--- config.mk ---
export PLATFORM = sky130hd
export DESIGN_NAME = vcs_ctrl
export DESIGN_NICKNAME = d
export VERILOG_FILES = /design/src/sv/vcs_pkg.sv /design/src/sv/vcs_ctrl.sv
export VERILOG_INCLUDE_DIRS = /design/src /design/src/sv
export SDC_FILE = /design/constraint.sdc
export NUM_CORES = 1
export LEC_CHECK = 0
export BUFFER_PORTS_ARGS = -buffer_cell sky130_fd_sc_hd__buf_2
export CORE_MARGIN = 2
export CORE_UTILIZATION = 50
export DETAILED_ROUTE_END_ITERATION = 7
export GPL_TIMING_DRIVEN = 0
export HOLD_SLACK_MARGIN = 0.08
export PLACE_DENSITY = 0.84
export SYNTH_ARGS = -nofsm -noshare
export SYNTH_HDL_FRONTEND = slang
export SYNTH_SLANG_ARGS = --single-unit
--- constraint.sdc ---
create_clock -name clock -period 1.68 [get_ports clock]
set_input_delay 0.168 -clock clock [delete_from_list [all_inputs] [get_ports clock]]
set_output_delay 0.168 -clock clock [all_outputs]
set_load 0.02 [all_outputs]
--- src/sv/vector_cosine_similarity_core_defines.svh ---
// assertion macros for the vector cosine similarity rtl
// no dependencies
`ifndef VECTOR_COSINE_SIMILARITY_CORE_DEFINES_SVH
`define VECTOR_COSINE_SIMILARITY_CORE_DEFINES_SVH

// same-cycle implication
`define VCS_ASSERT_NOW(lbl, clk, rst, ante, cons, msg) \
   lbl: assert property (@(posedge clk) disable iff (rst) (ante) |-> (cons)) else $error(msg);

// next-cycle implication
`define VCS_ASSERT_NEXT(lbl, clk, rst, ante, cons, msg) \
   lbl: assert property (@(posedge clk) disable iff (rst) (ante) |=> (cons)) else $error(msg);

`endif

--- src/sv/vcs_pkg.sv ---
// types and constants for the vector cosine similarity core
// no dependencies
`default_nettype none

package vcs_pkg;

   localparam int ELEM_W   = 16;
   localparam int KIND_W   = 2;
   localparam int DOT_W    = 44;
   localparam int SQ_W     = 43;
   localparam int ROOT_W   = 44;
   localparam int DEN_W    = 44;
   localparam int NUM_W    = 59;
   localparam int CNT_W    = 6;
   localparam int SQRT_STEPS = 22;
   localparam int DIV_STEPS  = 59;

   localparam logic [KIND_W-1:0] KIND_IMAGE = 2'd0;

   typedef enum logic [2:0] {
      ST_IDLE,
      ST_CHECK,
      ST_SQRT,
      ST_MUL,
      ST_PREP,
      ST_DIV,
      ST_FINISH
   } state_type;

   typedef struct packed {
      logic acc;
      logic sqrt_init;
      logic sqrt_step;
      logic mul;
      logic prep;
      logic div_step;
      logic load_out;
   } cmd_type;

   typedef struct packed {
      logic special;
   } status_type;

endpackage

`default_nettype wire

--- src/sv/vcs_ctrl.sv ---
// controller state machine of the vector cosine similarity core
// depends on vcs_pkg and the assertion macros
`default_nettype none
`include "vector_cosine_similarity_core_defines.svh"

module vcs_ctrl
   import vcs_pkg::*;
(
   input  wire logic       clock,
   input  wire logic       reset,
   input  wire logic       req_tvalid,
   input  wire logic       req_tlast,
   output logic            req_tready,
   output logic            rsp_tvalid,
   input  wire logic       rsp_tready,
   input  wire status_type status,
   output cmd_type         cmd
);

   state_type        state_ff, state_in;
   logic [CNT_W-1:0] cnt_ff, cnt_in;
   logic             rsp_valid_ff, rsp_valid_in;
   logic             out_free;
   logic             accept;

   always_ff @(posedge clock) begin
      if (reset) begin
         state_ff     <= ST_IDLE;
         cnt_ff       <= '0;
         rsp_valid_ff <= 1'b0;
      end else begin
         state_ff     <= state_in;
         cnt_ff       <= cnt_in;
         rsp_valid_ff <= rsp_valid_in;
      end
   end

   always_comb begin
      out_free     = !rsp_valid_ff || rsp_tready;
      req_tready   = (state_ff == ST_IDLE);
      accept       = req_tvalid && req_tready;
      state_in     = state_ff;
      cnt_in       = cnt_ff;
      cmd          = '0;
      cmd.acc      = accept;
      rsp_valid_in = rsp_valid_ff && !rsp_tready;
      unique case (state_ff)
         ST_IDLE: begin
            if (accept && req_tlast) begin
               state_in = ST_CHECK;
            end
         end
         ST_CHECK: begin
            if (status.special) begin
               state_in = ST_FINISH;
            end else begin
               cmd.sqrt_init = 1'b1;
               cnt_in        = CNT_W'(SQRT_STEPS - 1);
               state_in      = ST_SQRT;
            end
         end
         ST_SQRT: begin
            cmd.sqrt_step = 1'b1;
            cnt_in        = cnt_ff - 1'b1;
            if (cnt_ff == '0) begin
               state_in = ST_MUL;
            end
         end
         ST_MUL: begin
            cmd.mul  = 1'b1;
            state_in = ST_PREP;
         end
         ST_PREP: begin
            cmd.prep = 1'b1;
            cnt_in   = CNT_W'(DIV_STEPS - 1);
            state_in = ST_DIV;
         end
         ST_DIV: begin
            cmd.div_step = 1'b1;
            cnt_in       = cnt_ff - 1'b1;
            if (cnt_ff == '0) begin
               state_in = ST_FINISH;
            end
         end
         ST_FINISH: begin
            if (out_free) begin
               cmd.load_out = 1'b1;
               rsp_valid_in = 1'b1;
               state_in     = ST_IDLE;
            end
         end
         default: state_in = ST_IDLE;
      endcase
   end

   assign rsp_tvalid = rsp_valid_ff;

   `VCS_ASSERT_NOW(a_ready_idle, clock, reset, req_tready, state_ff == ST_IDLE, "ready outside idle")
   `VCS_ASSERT_NEXT(a_finish_leaves, clock, reset, state_ff == ST_FINISH && out_free, state_ff == ST_IDLE && rsp_tvalid, "finish did not load result")
   `VCS_ASSERT_NEXT(a_sqrt_end, clock, reset, state_ff == ST_SQRT && cnt_ff == '0, state_ff == ST_MUL, "square root length wrong")

endmodule

`default_nettype wire

# Yosys cells after proc, flatten, opt, wreduce, memory -nomap -nowiden
# Index checks and enable logic that the tools add are counted.
classes:
  n_mux: 18
  addsub: 1
  n_reduce_logical: 12
  n_eq_ne: 11
ops:
  columns: ["op", "count"]
  rows:
  - ["3-bit one-hot mux with 7 select lines", 1]
  - ["6-bit one-hot mux with 3 select lines", 1]
  - ["3-bit two-way mux", 5]
  - ["1-bit two-way mux", 10]
  - ["3-bit equality test, second input constant", 3]
  - ["2-bit inequality test, second input constant", 4]
  - ["3-bit by 2-bit equality test with 1-bit output, second input constant", 2]
  - ["6-bit logical NOT", 1]
  - ["6-bit two-way mux", 1]
  - ["6-bit by 1-bit subtractor with 6-bit output, second input constant", 1]
  - ["4-bit AND reduction", 1]
  - ["3-bit by 1-bit equality test with 1-bit output, second input constant", 1]
  - ["1-bit logical AND", 3]
  - ["3-bit logical NOT", 1]
  - ["3-bit nonzero test", 1]
  - ["1-bit logical NOT", 2]
  - ["2-bit by 1-bit inequality test with 1-bit output, second input constant", 1]
  - ["2-bit AND reduction", 1]
  - ["2-bit OR reduction", 1]
  - ["1-bit logical OR", 1]
totals:
  register_bits: 10
  wordCells: 45

# Depth between registers and ports, before layout
depth:
  word_depth: 5
  mapped_depth: 6

# Worst setup path after synthesis
# Ideal clock, no wire load.
synth_timing:
  kind: "flip-flop to output port"
  start: "register state_ff[2]"
  end: "output port cmd[6] (netlist bit)"
  t_required_ns: 1.512
  path_stages_with_launch: 5
  path_slack_ns: 0.105
  t_arrival_ns: 1.407
  path_cell_list: "dfxtp_1 clkbuf_1 nor3_1 and2_1 buf_4"
synth_between:
  elab_chain_len: 2
synth_lines:
  columns: ["item", "line", "text"]
  rows:
  - ["start: declaration", "vcs_ctrl.sv:20", "state_type state_ff, state_in;"]
  - ["start signal: assignment", "vcs_ctrl.sv:32", "state_ff <= state_in;"]
  - ["3-bit logical NOT", "vcs_ctrl.sv:40", "req_tready = (state_ff == ST_IDLE);"]
  - ["via req_tready", "vcs_ctrl.sv:13", "output logic req_tready,"]
  - ["1-bit logical AND", "vcs_ctrl.sv:41", "accept = req_tvalid && req_tready;"]
  - ["end: declaration", "vcs_ctrl.sv:17", "output cmd_type cmd"]
# The timed path passes the listed nets, and every way through them passes these cells.

# Worst setup path in the final report
layout_timing:
  start: "register state_ff[2]"
  end: "output port cmd[6] (netlist bit)"
layout_between:
  elab_chain_len: 2
layout_lines:
  columns: ["item", "line"]
  rows:
  - ["3-bit logical NOT", "vcs_ctrl.sv:40"]
  - ["1-bit logical AND", "vcs_ctrl.sv:41"]
# No other way between the ends.

==> results <==
- The final total negative setup slack is 0 ps.
- The number of detailed-routing iterations run before antenna repair is 4.
- The synthesized cell area is 673 µm².
- In this run the power density over the cells is 1880 nW/µm².
- The number of global-route vias before repair is 538.
- The clock buffer count from CTS is 3.
- The dominant cell by count in the synthesized netlist is dfxtp_1.
- From synthesis to final layout, the design area changed by 19.7%.
- The maximum number of pins on one net before global-route repair is 11.
- The post-route netlist has 26.7% of its cells at a drive strength greater than 1.
- After synthesis, the cell types taking the most area are dfxtp_1 (30%), a21oi_1 (6.7%), nand2b_1 (5.6%).
- Of all nets on the critical path, the largest fanout is 10.
- For this run, the number of standard cells in the final layout without fillers is 120.
- Clock-pin slew was measured on the worst setup and hold paths at 80 ps.
- The largest single stage delay on the critical path is 430 ps.
- The max-capacitance violation count is 0.
- The initial antenna violation count came to 0.
- The number of rows created at floorplan is 13.
- The first global-routing pass estimated 2240 µm of wire.
- The final layout net count is 113.
- The type of element launching the critical path is a flop.
- The number of antenna cells inserted is 0.
- For this run, the register share of the synthesized area comes to 29.7%.
- The max-slew violation count came to 0.
- At the end of routability-driven placement, the weighted congestion stood at 0.778.
- The worst path in the final design needs a cycle of 1600 ps, including I/O delays and setup.
- The worst path uses 95.5% of the clock period.
- During I/O placement, the number of pins put on the boundary was 15.
- In this run the remaining antenna-violating nets after routing total 0.
- For this block, the routed nets add up to 1480 µm of wire.
- The main flop type after synthesis is dfxtp_1.
- The critical path is of the flop to output port type.
- The half-perimeter wire length after detailed placement is 1060 µm.
- The detailed router finished its first iteration with 17 violations.
- Counting tap cells, the placed design contains a total of 116 instances.
- Between clock sinks in the finished design, the worst skew comes to 2.64 ps.
- The mean number of vias per cell is 5.78.
- The initial utilization of the core area, before any placement, comes to 52.4%.
- For the worst setup path, the data arrival time is 1440 ps.
- The critical path goes through buf_2 -> nor3_2 -> and2_1 -> buf_4 -> buf_2.
- TritonCTS built the clock tree.
- The number of hold violations in the final report was 0.
- By instance count, the cell type seen most on the critical path is buf_2.
- For this design, the slowest cell found on the critical path is dfxtp_1.
- The total congestion overflow after global routing is 0.
- The worst supply voltage drop on vdd is 0.000897 V.
- After synthesis the netlist holds a flip-flop and latch count of 10.
- The overall die area is 1660 µm².
- At the end of the flow the core is filled with cells to 62.7%.
- Setup repair after global routing left no endpoint under its margin.
- The clock sink count is 10.
- For the pin with the worst max-slew slack, the measured transition is 510 ps.
- After detailed routing, the average wire length per cell comes to 12.4 µm.
- The via count is 694.
- The worst slew slack as a fraction of its limit is 66.0%.
- Synthesis produced a netlist with a net count of 94.
- In the synthesized netlist, the number of instances is 87.
- Input and output buffers added on the ports amount to 14.
- Setup violations remaining at the end of the flow were counted as 0.
- The mean instance size in the synthesized netlist is 7.74 µm².
- In this run, synthesis inferred 0 flip-flops with an integrated enable.
- Based on the critical path, the design can be clocked at up to 624 MHz.
- Measured along the y axis, the die boundary spans 40.7 µm.
- The class of the tightest hold or removal check is primary input to flop.
- The number of buffers inserted by post-CTS setup repair is 0.
- In this run, distinct cell masters in the synthesized netlist total 34.
- Measured along the x axis, the die boundary spans 40.7 µm.
- Summed over its instances, the top area cell type makes up 29.7% of the synthesized netlist area.
- The flow ran to the end, and the final reports show no timing, DRC or antenna violations.
- The floorplan core area is 1280 µm².
- After detailed routing, the number of remaining DRC violations is 0.
- At the worst endpoint, the required time is 1510 ps.
- Ranked by instance count, the synthesized netlist is headed by dfxtp_1 (10), a21oi_1 (9), nor2_1 (7).
- Counting flops with an async set or reset pin after synthesis yields a share of 0%.
- CTS built an H-tree with a depth of 1.
- The synthesized design spends more area on one cell type than any other, namely dfxtp_1.
- STA classifies the critical path endpoint as an output port.
- The leakage component of the power is 0.382 nW.
- The longest clock path from root to sink contains 2 buffers.
- For this run, the total global-route usage over all layers was measured as 20.6%.
- The cell sitting at the root of the clock tree is a clkbuf_4.
- Yosys printed 0 warnings.
- At the later pin of the worst-skew pair, clock insertion delay measures 270 ps.
[state kept, by name, summed over array words and instances, names as in the netlist]
name and flops:
cnt_ff 6, rsp_tvalid 1, state_ff 3
[critical path: cells and delay by family, from the launching register on]
| family | cells | cell delay [ps] |
|---|---|---|
| buffers and inverters | 3 | 520 |
| flip-flops | 1 | 430 |
| AND/OR/NAND/NOR | 2 | 220 |
[what timing repair did]
item / 4_1_cts / 5_1_grt
gates resized for setup: 1 / 4
pin swaps: 0 / 0
hold buffers: 0 / 0
endpoints found under the setup margin: 1 / 3
[report_power, final]
part           switching, W  leakage, nW  internal, W  total [W]
Combinational      0.000471        0.279     0.000395   0.000866
Sequential        0.0000871       0.0818     0.000327   0.000414
Clock             0.0000991       0.0210     0.000132   0.000231
Total              0.000658        0.382     0.000854    0.00151
[routing by layer]
| layer | GRT usage, % | share of wire (%) |
|---|---|---|
| met3 | 3.26 | 3.6 |
| met4 | 11.7 | 1.8 |
| met2 | 33.3 | 49 |
| met5 | 0 | 0 |
| met1 | 25.7 | 45 |
[path summary, 6_finish.rpt]
path / startpoint / endpoint / slack [ps] / cells past startpoint
setup / recovery: state_ff[2] / cmd[6] / 80 / 5
hold / removal: reset / cnt_ff[5] / 210 / 3
setup reg to reg: state_ff[1] / cnt_ff[3] / 220 / 5
hold reg to reg: cnt_ff[5] / cnt_ff[5] / 480 / 2
[cell type report]
class | count | area, µm²
sequential | 10 | 200
timing repair buffer | 14 | 70.1
fill | 109 | 479
clock buffer | 4 | 36.3
inverter | 6 | 22.5
buffer | 6 | 37.5
tap | 15 | 18.8
multi-input combinational | 65 | 420
[cells by family (layout without fill, tap and decap cells)]
group	after synthesis	count (layout)	synth area share [%]
and+or+nand+nor	36	36	31.4
adders and majority gates	1	1	1.86
AOI/OAI and AO/OA	27	27	27.1
xor gates and xnor gates	1	1	1.30
buffers and inverters	12	30	8.55
DFF	10	10	29.7
[placed cells by master (no fill, tap or decap), drive strengths merged, types with 2 or more instances in the layout]
| master | count |
|---|---|
| buf | 18 |
| dfxtp | 10 |
| a21oi | 10 |
| nor2 | 7 |
| nand2b | 6 |
| o21ai | 6 |
| clkbuf | 6 |
| inv | 5 |
| nor2b | 5 |
| a22oi | 3 |
| or3 | 3 |
| or3b | 2 |
| and2 | 2 |
| nand3b | 2 |
| nand2 | 2 |
| nand3 | 2 |
| a31oi | 2 |
| a21o | 2 |
| nor3 | 2 |
[through the flow]
step           setup slack (ps)  power (W)  hold slack [ps]  area (µm²)
6_report                   76.4    0.00151              208         806
5_1_grt                    14.9    0.00161              221         806
4_1_cts                    4.70    0.00150              211         800
3_5_place_dp                251    0.00126              474         762
3_3_place_gp                246    0.00124              452         762
2_1_floorplan               105    0.00109              342         673
No activity file was read; power rests on OpenSTA's default activity.
